==> src/i2c_master_bit_sequencer_unit_defines.svh <==
// ---------------------------------------------------------------------------
// i2c master bit sequencer assertion macros
// shared checker shorthands for the bit sequencer rtl
// ---------------------------------------------------------------------------
`ifndef I2C_MASTER_BIT_SEQUENCER_UNIT_DEFINES_SVH
`define I2C_MASTER_BIT_SEQUENCER_UNIT_DEFINES_SVH

// same-cycle implication, checked at every rising edge out of reset
`define IBS_ASSERT_IMPLY(label, ante, cons, msg) \
  label: assert property (@(posedge clk) disable iff (rst) (ante) |-> (cons)) \
    else $error(msg);

// next-cycle implication
`define IBS_ASSERT_NEXT(label, ante, cons, msg) \
  label: assert property (@(posedge clk) disable iff (rst) (ante) |=> (cons)) \
    else $error(msg);

`endif

==> src/ibs_pkg.sv <==
// ---------------------------------------------------------------------------
// ibs_pkg
// types, opcodes and microcode layout for the i2c bit sequencer
// ---------------------------------------------------------------------------
package ibs_pkg;

  localparam int StepW = 5;
  localparam int BitW  = 3;

  typedef logic [StepW-1:0] step_t;
  typedef logic [BitW-1:0]  bit_idx_t;

  typedef enum logic [2:0] {
    OP_START    = 3'd0,
    OP_STOP     = 3'd1,
    OP_WRITE    = 3'd2,
    OP_READ     = 3'd3,
    OP_SEND_ACK = 3'd4,
    OP_RECV_ACK = 3'd5
  } op_t;

  // program entry points
  localparam step_t STEP_START    = 5'd0;
  localparam step_t STEP_STOP     = 5'd4;
  localparam step_t STEP_WRITE    = 5'd7;
  localparam step_t STEP_READ     = 5'd10;
  localparam step_t STEP_READ_BIT = 5'd11;
  localparam step_t STEP_SEND_ACK = 5'd13;
  localparam step_t STEP_RECV_ACK = 5'd16;

  localparam bit_idx_t LAST_BIT = 3'd7;

  typedef enum logic [1:0] {
    SCL_KEEP = 2'd0,
    SCL_LO   = 2'd1,
    SCL_HI   = 2'd2
  } scl_sel_t;

  typedef enum logic [1:0] {
    SDA_HI  = 2'd0,
    SDA_LO  = 2'd1,
    SDA_TX  = 2'd2,
    SDA_ACK = 2'd3
  } sda_sel_t;

  typedef enum logic [1:0] {
    FLOW_NEXT = 2'd0,
    FLOW_LOOP = 2'd1,
    FLOW_END  = 2'd2
  } flow_t;

  typedef struct packed {
    scl_sel_t scl_sel;
    sda_sel_t sda_sel;
    logic     sample;
    logic     rx_sel;
    logic     ack_sel;
    flow_t    flow;
    step_t    loop_to;
  } ctl_word_t;

  typedef struct packed {
    logic [2:0] opcode;
    logic [7:0] tx_byte;
    logic       ack_out;
    logic [7:0] line_bits;
    logic       ack_in;
  } cmd_t;

  typedef struct packed {
    logic       issue;
    logic       last;
    bit_idx_t   bit_idx;
  } seq_stat_t;

  typedef struct packed {
    logic       scl;
    logic       sda;
    logic       sample_now;
    logic [7:0] rx_byte;
    logic       ack_seen;
    logic       last;
  } phase_t;

  typedef struct packed {
    logic  valid;
    step_t step;
  } entry_t;

  function automatic entry_t entry_of(logic [2:0] opcode);
    entry_t e;
    e.valid = 1'b1;
    case (opcode)
      OP_START:    e.step = STEP_START;
      OP_STOP:     e.step = STEP_STOP;
      OP_WRITE:    e.step = STEP_WRITE;
      OP_READ:     e.step = STEP_READ;
      OP_SEND_ACK: e.step = STEP_SEND_ACK;
      OP_RECV_ACK: e.step = STEP_RECV_ACK;
      default: begin
        e.valid = 1'b0;
        e.step  = STEP_START;
      end
    endcase
    return e;
  endfunction

endpackage

==> src/ibs_ucode_rom.sv <==
// ---------------------------------------------------------------------------
// ibs_ucode_rom
// control store: one control word per sequencer step
// ---------------------------------------------------------------------------
module ibs_ucode_rom (
  input  ibs_pkg::step_t     step,
  output ibs_pkg::ctl_word_t ctl
);
  import ibs_pkg::*;

  function automatic ctl_word_t cw(scl_sel_t c, sda_sel_t d, logic smp, logic rx,
                                   logic ack, flow_t f, step_t to);
    ctl_word_t w;
    w.scl_sel = c;
    w.sda_sel = d;
    w.sample  = smp;
    w.rx_sel  = rx;
    w.ack_sel = ack;
    w.flow    = f;
    w.loop_to = to;
    return w;
  endfunction

  always_comb begin
    case (step)
      // start
      5'd0:  ctl = cw(SCL_KEEP, SDA_HI,  1'b0, 1'b0, 1'b0, FLOW_NEXT, STEP_START);
      5'd1:  ctl = cw(SCL_HI,   SDA_HI,  1'b0, 1'b0, 1'b0, FLOW_NEXT, STEP_START);
      5'd2:  ctl = cw(SCL_HI,   SDA_LO,  1'b0, 1'b0, 1'b0, FLOW_NEXT, STEP_START);
      5'd3:  ctl = cw(SCL_LO,   SDA_LO,  1'b0, 1'b0, 1'b0, FLOW_END,  STEP_START);
      // stop
      5'd4:  ctl = cw(SCL_KEEP, SDA_LO,  1'b0, 1'b0, 1'b0, FLOW_NEXT, STEP_START);
      5'd5:  ctl = cw(SCL_HI,   SDA_LO,  1'b0, 1'b0, 1'b0, FLOW_NEXT, STEP_START);
      5'd6:  ctl = cw(SCL_HI,   SDA_HI,  1'b0, 1'b0, 1'b0, FLOW_END,  STEP_START);
      // write byte, three phases per bit
      5'd7:  ctl = cw(SCL_KEEP, SDA_TX,  1'b0, 1'b0, 1'b0, FLOW_NEXT, STEP_START);
      5'd8:  ctl = cw(SCL_HI,   SDA_TX,  1'b0, 1'b0, 1'b0, FLOW_NEXT, STEP_START);
      5'd9:  ctl = cw(SCL_LO,   SDA_TX,  1'b0, 1'b0, 1'b0, FLOW_LOOP, STEP_WRITE);
      // read byte, release then two phases per bit
      5'd10: ctl = cw(SCL_KEEP, SDA_HI,  1'b0, 1'b0, 1'b0, FLOW_NEXT, STEP_START);
      5'd11: ctl = cw(SCL_HI,   SDA_HI,  1'b1, 1'b0, 1'b0, FLOW_NEXT, STEP_START);
      5'd12: ctl = cw(SCL_LO,   SDA_HI,  1'b0, 1'b1, 1'b0, FLOW_LOOP, STEP_READ_BIT);
      // send ack
      5'd13: ctl = cw(SCL_KEEP, SDA_ACK, 1'b0, 1'b0, 1'b0, FLOW_NEXT, STEP_START);
      5'd14: ctl = cw(SCL_HI,   SDA_ACK, 1'b0, 1'b0, 1'b0, FLOW_NEXT, STEP_START);
      5'd15: ctl = cw(SCL_LO,   SDA_ACK, 1'b0, 1'b0, 1'b0, FLOW_END,  STEP_START);
      // receive ack
      5'd16: ctl = cw(SCL_KEEP, SDA_HI,  1'b0, 1'b0, 1'b0, FLOW_NEXT, STEP_START);
      5'd17: ctl = cw(SCL_HI,   SDA_HI,  1'b1, 1'b0, 1'b0, FLOW_NEXT, STEP_START);
      5'd18: ctl = cw(SCL_LO,   SDA_HI,  1'b0, 1'b0, 1'b1, FLOW_END,  STEP_START);
      default: ctl = cw(SCL_KEEP, SDA_HI, 1'b0, 1'b0, 1'b0, FLOW_END, STEP_START);
    endcase
  end

endmodule

==> src/ibs_sequencer.sv <==
// ---------------------------------------------------------------------------
// ibs_sequencer
// step counter, bit loop counter and busy flag
// ---------------------------------------------------------------------------
module ibs_sequencer (
  input  logic               clk,
  input  logic               rst,
  input  logic               load,
  input  logic [2:0]         opcode,
  input  logic               out_free,
  input  ibs_pkg::ctl_word_t ctl,
  output ibs_pkg::step_t     step,
  output logic               busy,
  output ibs_pkg::seq_stat_t stat
);
  import ibs_pkg::*;

  bit_idx_t bit_cnt;
  entry_t   entry;
  logic     issue;
  logic     done;

  assign entry = entry_of(opcode);
  assign issue = busy && out_free;
  assign done  = (ctl.flow == FLOW_END) || ((ctl.flow == FLOW_LOOP) && (bit_cnt == LAST_BIT));

  assign stat.issue   = issue;
  assign stat.last    = done;
  assign stat.bit_idx = bit_cnt;

  always_ff @(posedge clk) begin
    if (rst) begin
      busy    <= 1'b0;
      step    <= STEP_START;
      bit_cnt <= '0;
    end else if (load) begin
      busy    <= entry.valid;
      step    <= entry.step;
      bit_cnt <= '0;
    end else if (issue) begin
      if (done) begin
        busy <= 1'b0;
      end else if (ctl.flow == FLOW_LOOP) begin
        step    <= ctl.loop_to;
        bit_cnt <= bit_cnt + 1'b1;
      end else begin
        step <= step + 1'b1;
      end
    end
  end

endmodule

==> src/ibs_datapath.sv <==
// ---------------------------------------------------------------------------
// ibs_datapath
// command hold, bus level, receive shifter and phase formation
// ---------------------------------------------------------------------------
module ibs_datapath (
  input  logic               clk,
  input  logic               rst,
  input  logic               load,
  input  ibs_pkg::cmd_t      cmd_in,
  input  ibs_pkg::ctl_word_t ctl,
  input  ibs_pkg::seq_stat_t stat,
  output ibs_pkg::phase_t    phase
);
  import ibs_pkg::*;

  cmd_t       cmd;
  logic       scl_level;
  logic [7:0] rx_shift;
  bit_idx_t   msb_idx;

  assign msb_idx = ~stat.bit_idx;

  always_comb begin
    case (ctl.scl_sel)
      SCL_LO:  phase.scl = 1'b0;
      SCL_HI:  phase.scl = 1'b1;
      default: phase.scl = scl_level;
    endcase
    case (ctl.sda_sel)
      SDA_LO:  phase.sda = 1'b0;
      SDA_TX:  phase.sda = cmd.tx_byte[msb_idx];
      SDA_ACK: phase.sda = cmd.ack_out;
      default: phase.sda = 1'b1;
    endcase
    phase.sample_now = ctl.sample;
    phase.rx_byte    = (ctl.rx_sel && stat.last) ? rx_shift : 8'd0;
    phase.ack_seen   = ctl.ack_sel && cmd.ack_in;
    phase.last       = stat.last;
  end

  always_ff @(posedge clk) begin
    if (rst) begin
      scl_level <= 1'b1;
    end else if (stat.issue) begin
      scl_level <= phase.scl;
    end
  end

  always_ff @(posedge clk) begin
    if (load) begin
      cmd <= cmd_in;
    end
    if (stat.issue && ctl.sample) begin
      rx_shift <= {rx_shift[6:0], cmd.line_bits[msb_idx]};
    end
  end

endmodule

==> src/i2c_master_bit_sequencer_unit.sv <==
// first line phase of a command is registered into the output stage once that stage is free
// throughput: one phase per cycle while the sink takes them; a command's phases
//   (start 4, stop 3, write 24, read 17, acks 3) are walked by the single step counter
//   through the control store; unused opcodes are taken and dropped with no phase
// reset: scl level idle high, sequencer idle, output stage empty
// ---------------------------------------------------------------------------
// i2c_master_bit_sequencer_unit
// microcoded bit-level i2c master: each command expands into scl/sda phases
// ---------------------------------------------------------------------------
module i2c_master_bit_sequencer_unit (
  input  logic        clk,
  input  logic        rst,
  // command stream
  input  logic        s_tvalid,
  output logic        s_tready,
  // [2:0] opcode, [10:3] tx_byte, [11] ack_out, [19:12] line_bits, [20] ack_in
  input  logic [23:0] s_tdata,
  // phase stream
  output logic        m_tvalid,
  input  logic        m_tready,
  // [0] scl, [1] sda, [2] sample_now, [10:3] rx_byte, [11] ack_seen
  output logic [15:0] m_tdata,
  output logic        m_tlast
);
  import ibs_pkg::*;

  `include "i2c_master_bit_sequencer_unit_defines.svh"

  cmd_t      cmd_in;
  ctl_word_t ctl;
  step_t     step;
  seq_stat_t stat;
  phase_t    phase;
  phase_t    out_q;
  logic      busy;
  logic      load;
  logic      out_free;

  // unpack the command transfer
  assign cmd_in.opcode    = s_tdata[2:0];
  assign cmd_in.tx_byte   = s_tdata[10:3];
  assign cmd_in.ack_out   = s_tdata[11];
  assign cmd_in.line_bits = s_tdata[19:12];
  assign cmd_in.ack_in    = s_tdata[20];

  // a new command is taken once the previous one has issued its last phase,
  // even while that phase still waits in the output register
  assign s_tready = !busy;
  assign load     = s_tvalid && s_tready;

  // output register can take a phase when empty or being drained
  assign out_free = !m_tvalid || m_tready;

  ibs_ucode_rom u_rom (
    .step (step),
    .ctl  (ctl)
  );

  ibs_sequencer u_seq (
    .clk      (clk),
    .rst      (rst),
    .load     (load),
    .opcode   (cmd_in.opcode),
    .out_free (out_free),
    .ctl      (ctl),
    .step     (step),
    .busy     (busy),
    .stat     (stat)
  );

  ibs_datapath u_dp (
    .clk    (clk),
    .rst    (rst),
    .load   (load),
    .cmd_in (cmd_in),
    .ctl    (ctl),
    .stat   (stat),
    .phase  (phase)
  );

  // output stage: one phase per transfer
  always_ff @(posedge clk) begin
    if (rst) begin
      m_tvalid <= 1'b0;
    end else if (stat.issue) begin
      m_tvalid <= 1'b1;
    end else if (m_tready) begin
      m_tvalid <= 1'b0;
    end
  end

  always_ff @(posedge clk) begin
    if (stat.issue) begin
      out_q <= phase;
    end
  end

  assign m_tdata = {4'd0, out_q.ack_seen, out_q.rx_byte, out_q.sample_now,
                    out_q.sda, out_q.scl};
  assign m_tlast = out_q.last;

  // sampling only ever happens with scl high
  `IBS_ASSERT_IMPLY(a_sample_scl_high, stat.issue && ctl.sample, phase.scl,
    "sample issued with scl low")
  // received byte or acknowledge only on the final phase of a command
  `IBS_ASSERT_IMPLY(a_rx_on_last, m_tvalid && ((m_tdata[10:3] != 8'd0) || m_tdata[11]),
    m_tlast, "receive data outside final phase")
  // sequencer goes idle right after issuing a final phase
  `IBS_ASSERT_NEXT(a_idle_after_last, stat.issue && stat.last, !busy,
    "sequencer still busy after final phase")

endmodule

==> config.mk <==
export PLATFORM = sky130hd
export DESIGN_NAME = i2c_master_bit_sequencer_unit
export DESIGN_NICKNAME = d
export VERILOG_FILES = /design/src/ibs_pkg.sv /design/src/ibs_ucode_rom.sv /design/src/ibs_sequencer.sv /design/src/ibs_datapath.sv /design/src/i2c_master_bit_sequencer_unit.sv
export VERILOG_INCLUDE_DIRS = /design/src /design/src/src
export SDC_FILE = /design/constraint.sdc
export NUM_CORES = 1
export LEC_CHECK = 0
export ABC_AREA = 1
export BUFFER_PORTS_ARGS = -buffer_cell sky130_fd_sc_hd__buf_2
export CORE_ASPECT_RATIO = 1.25
export CORE_MARGIN = 2
export CORE_UTILIZATION = 32
export CTS_BUF_LIST = sky130_fd_sc_hd__clkbuf_4 sky130_fd_sc_hd__clkbuf_8 sky130_fd_sc_hd__clkbuf_16
export CTS_CLUSTER_DIAMETER = 100
export DETAILED_ROUTE_END_ITERATION = 10
export HOLD_SLACK_MARGIN = 0.05
export SYNTH_ARGS = -nofsm -noshare
export SYNTH_HDL_FRONTEND = slang
export SYNTH_SLANG_ARGS = --single-unit
export TNS_END_PERCENT = 100
==> constraint.sdc <==
create_clock -name clk -period 4.7 [get_ports clk]
set_clock_uncertainty 0.05 [all_clocks]
set_input_delay 0.94 -clock clk [delete_from_list [all_inputs] [get_ports clk]]
set_output_delay 0.94 -clock clk [all_outputs]
set_load 0.005 [all_outputs]
==> metrics list <==
- Synth Instances: 276
- Part of the power in combinational logic: 0.172
- Final min period: roughly 2.5 ns
- The worst hold path belongs to the class reg2reg.
* Final worst-path cycle share: 0.5356
* Detailed-router iteration count before antenna repair: 4
- sky130_fd_sc_hd__nand2_1 is the most common cell in the netlist.
* First DRT Iteration DRCs: 70
- The synthesized netlist occupies a cell area of ~0.0027 mm2.
* Overall die height: 106.7 um
* Worst Path Required: roughly 4.9 ns
- Slew at the pin closest to its max-slew limit: between 0.6 and 0.7 ns
- Of the total synthesized cell area, the portion taken by XOR and XNOR cells is 0.
- Placed wire-length estimate after detailed placement: 3431 um
- Post-Route Hold Slack: roughly 0.4 ns
- Number of global-route vias before repair: 1781
- After synthesis, the most frequently instantiated cells are sky130_fd_sc_hd__nand2_1 (56), sky130_fd_sc_hd__edfxtp_1 (39), sky130_fd_sc_hd__inv_1 (37).
- Routability-driven placement congestion ratio: between 0.7 and 0.8
- Averaged over all synthesized cells, the footprint is slightly below 10 um2.
- The endpoint identified for the worst register-to-register timing path is u_rom.ctl[11].
* Mux cell area share after synthesis: 0.004167
- Pre-CTS setup slack: about 1.8 ns
- Cell variety after synth: 29
- Summed over all layers, the global routing overflow is 0.
* LEAKAGE: approximately 0.0015 uW
- Share of the core filled with cells: 0.3896
* Detail-routed via count per cell: ~4.5
* Max transition margin: 0.5915
- Traced cell by cell, the critical path runs through buf_2 > nand2_8 > inv_2 > nand3_1 > nand2_1 > nand2_1 > nand3_1 > inv_1 > ha_1 > nand3_1 > nand3_1 > nand3_1 > nand2_1.
- Maximum buffer depth of the clock tree: 2
* Sequential share of power: 0.465
- Switching part of the total: 0.2664
* Run status: finished, final reports clean
- Of the total power, the clock network draws 0.363.
- Total instance count after detailed placement: between 400 and 500
* CORE AREA: approximately 0.0082 mm2
- Relative to the synthesized area, the layout overhead comes to 18.80%.
- Net load switching power: around 370 uW
- Overall die width: 86.20 um
- Along the worst hold path, the cell count comes to 0.
- Cell area power density: around 430 mW/mm2
* Primary flip-flop cell chosen by synthesis mapping: sky130_fd_sc_hd__edfxtp_1
- Initial Utilization: 0.3280
* Clock-pin slew on the worst setup and hold paths: 0.07 ns
- Of the total synthesized cell area, the portion taken by AND, OR, NAND and NOR gates is 0.2273.
- Max rail drop VDD: roughly 0.26 mV
- Max-cap violations in this run came to 0.
- The final number of hold-violating endpoints was 0.
- Share of synthesized area occupied by flip-flops and latches: 0.5889
- Across every metal layer, demand over resource in global routing totals 0.1128.
* Final setup violating endpoints: 0
* Int Power: 1019 uW
* Final #Nets: 361
* Post-synthesis compound-gate area fraction: 0.06157
- Die footprint: 0.009201 mm2
- Setup repair after global routing left no endpoint under its margin.
- Critical Path Sink Type: register
* Average detailed-routed wire length per instance: roughly 11 um
- The first global-routing pass estimated a little over 8000 um of wire.
- Endpoint of the worst hold-timing path: m_tdata[2]
* Port bufs: 39
- The tree is rooted in a sky130_fd_sc_hd__clkbuf_8.
- Final wirelength: just under 5000 um
- Worst setup SP type: input port
- By area, the combinational part of the netlist is dominated by simple AND/OR/NAND/NOR gates.
* Worst Setup Path Type: in2reg
* Worst path most repeated cell: sky130_fd_sc_hd__nand3_1
* Final non-filler cell total: 426
- Along the worst path, the maximum fanout reaches 24.
* Worst Slack Setup Final: around 2.2 ns
* Row cnt: 37
- In the final layout, the share of cells above drive strength 1 is 0.2462.
- After detailed routing, the number of remaining DRC violations is 0.
- The repair_antennas step left the layout with diodes totalling 0.
* Number of buffers created by CTS: 9
- Synthesis inferred 60 register bits.
* Maximum number of pins on one net before global-route repair: 25
* Hold-fix buffer count after cts: 0
- Total number of clock tree sinks: 60
- The largest individual stage delay along the critical path comes from the cell sky130_fd_sc_hd__inv_2.
- For this run, the number of Yosys warnings is 0.
- Worst R2R Start: u_seq.bit_cnt[0]
- Of the total synthesized cell area, the portion taken by full adders, half adders and majority gates is 0.04167.
- Once detail routing completed, the nets flagged for antenna violations numbered 0.
* Crit-path max cell delay: 0.38 ns
* Routed vias: 1915
- The share of synthesized area in the top cell type comes to 0.4333.
* Number of cells on the worst reg-to-reg path: 15
* Count of flip-flops with a built-in enable after synthesis: 39
- In the post-synthesis netlist, the biggest area contributors are sky130_fd_sc_hd__edfxtp_1 (43%), sky130_fd_sc_hd__dfxtp_1 (16%), sky130_fd_sc_hd__nand2_1 (7.8%).
- Worst-skew pair later-pin latency: about 0.33 ns
- I/O pin count: 47
* Max Slew Vio Count: 0
- Post-synth top area cell: sky130_fd_sc_hd__edfxtp_1
* Resized cells post-CTS: 0
- TritonCTS clock tree: done
* Antenna violations before repair: 0
- Counting flops with an async set or reset pin after synthesis yields a share of 0.
- CTS H-tree depth: 3
- For flop-to-flop paths, the worst setup slack is ~2.3 ns.
- Fmax: about 0.40 GHz
* TNS Setup: 0 ns
* Post-CTS Repair Setup Buffers: 0
* Crit path DAT: about 2.7 ns
- The worst hold path begins at u_rom.ctl[9].
area by class of cell:
cell class	instances	area, um2
inverters	44	167.7
flip-flops and latches	60	1592
multi-input cells	170	919.6
fillers	831	5030
repair buffers	39	195.2
well taps	97	121.4
clock inverters	5	76.32
clock buffers	11	138.9
placed cells by master, fill, tap and decap left out, types with 3 or more instances in the layout:
cell	instances
sky130_fd_sc_hd__nand2_4	5
sky130_fd_sc_hd__edfxtp_1	39
sky130_fd_sc_hd__dfxtp_1	21
sky130_fd_sc_hd__inv_2	6
sky130_fd_sc_hd__buf_2	39
sky130_fd_sc_hd__a21oi_1	7
sky130_fd_sc_hd__nor2_1	27
sky130_fd_sc_hd__nand4_1	3
sky130_fd_sc_hd__inv_1	37
sky130_fd_sc_hd__o21ai_0	9
sky130_fd_sc_hd__conb_1	4
sky130_fd_sc_hd__nand3_1	26
sky130_fd_sc_hd__clkbuf_8	9
sky130_fd_sc_hd__ha_1	9
sky130_fd_sc_hd__nand2_1	56
sky130_fd_sc_hd__o22ai_1	3
sky130_fd_sc_hd__nand2_2	8
per-layer routing:
metal | vias up | share of wire | track usage
met2 | 56 | 0.45 | 0.1739
met5 | - | 0 | 0
li1 | 1000 | - | -
met1 | 851 | 0.48 | 0.1537
met3 | 8 | 0.049 | 0.02156
met4 | 0 | 0.022 | 0.05022
cells by family (layout without fill, tap and decap cells):
| logic type | Yosys count | in the layout |
|---|---|---|
| and+or+nand+nor | 128 | 128 |
| DFF | 60 | 60 |
| buffers and inverters | 49 | 99 |
| AOI/OAI and AO/OA | 28 | 28 |
| adders and majority gates | 9 | 9 |
| other | 1 | 4 |
| muxes | 1 | 1 |
worst max path at each step:
stage	startpoint	to	slack (ns)	cells past startpoint
final	s_tvalid	u_rom.ctl[12]	2.18	13
after global placement	s_tvalid	u_rom.ctl[12]	1.87	13
after CTS	s_tvalid	u_rom.ctl[12]	2.16	13
after detailed placement	s_tvalid	u_rom.ctl[12]	1.82	13
after floorplan	s_tvalid	u_rom.ctl[12]	2.27	12
after global routing	u_seq.bit_cnt[0]	u_rom.ctl[11]	1.98	15
sequential cells by signal (all words and copies together), names as in the netlist:
register / flops
u_dp.cmd: 18
m_tdata: 12
u_rom.ctl: 10
u_dp.rx_shift: 8
u_seq.step: 5
u_seq.bit_cnt: 3
m_tlast: 1
m_tvalid: 1
u_dp.scl_level: 1
u_seq.busy: 1
power by group through the flow:
stage                     clock (uW)  combinational, uW  sequential [uW]
after global routing             541                273              652
after CTS                        516                243              647
final                            504                239              647
after detailed placement           0                240              659
after floorplan                    0                178              654
after global placement             0                236              657
stage by stage:
| stage | area (um2) | total power (uW) |
|---|---|---|
| 6_report | 3211 | 1390 |
| 5_1_grt | 3211 | 1466 |
| 4_1_cts | 3211 | 1406 |
| 3_5_place_dp | 2995 | 899.0 |
| 3_3_place_gp | 2995 | 892.9 |
| 2_1_floorplan | 2714 | 831.5 |
critical path, delay by kind of cell:
family | cells | cell delay (ns)
and+or+nand+nor | 9 | 0.82
buffers and inverters | 3 | 0.61
adders and majority gates | 1 | 0.34
(Power assumes the default switching activity.)
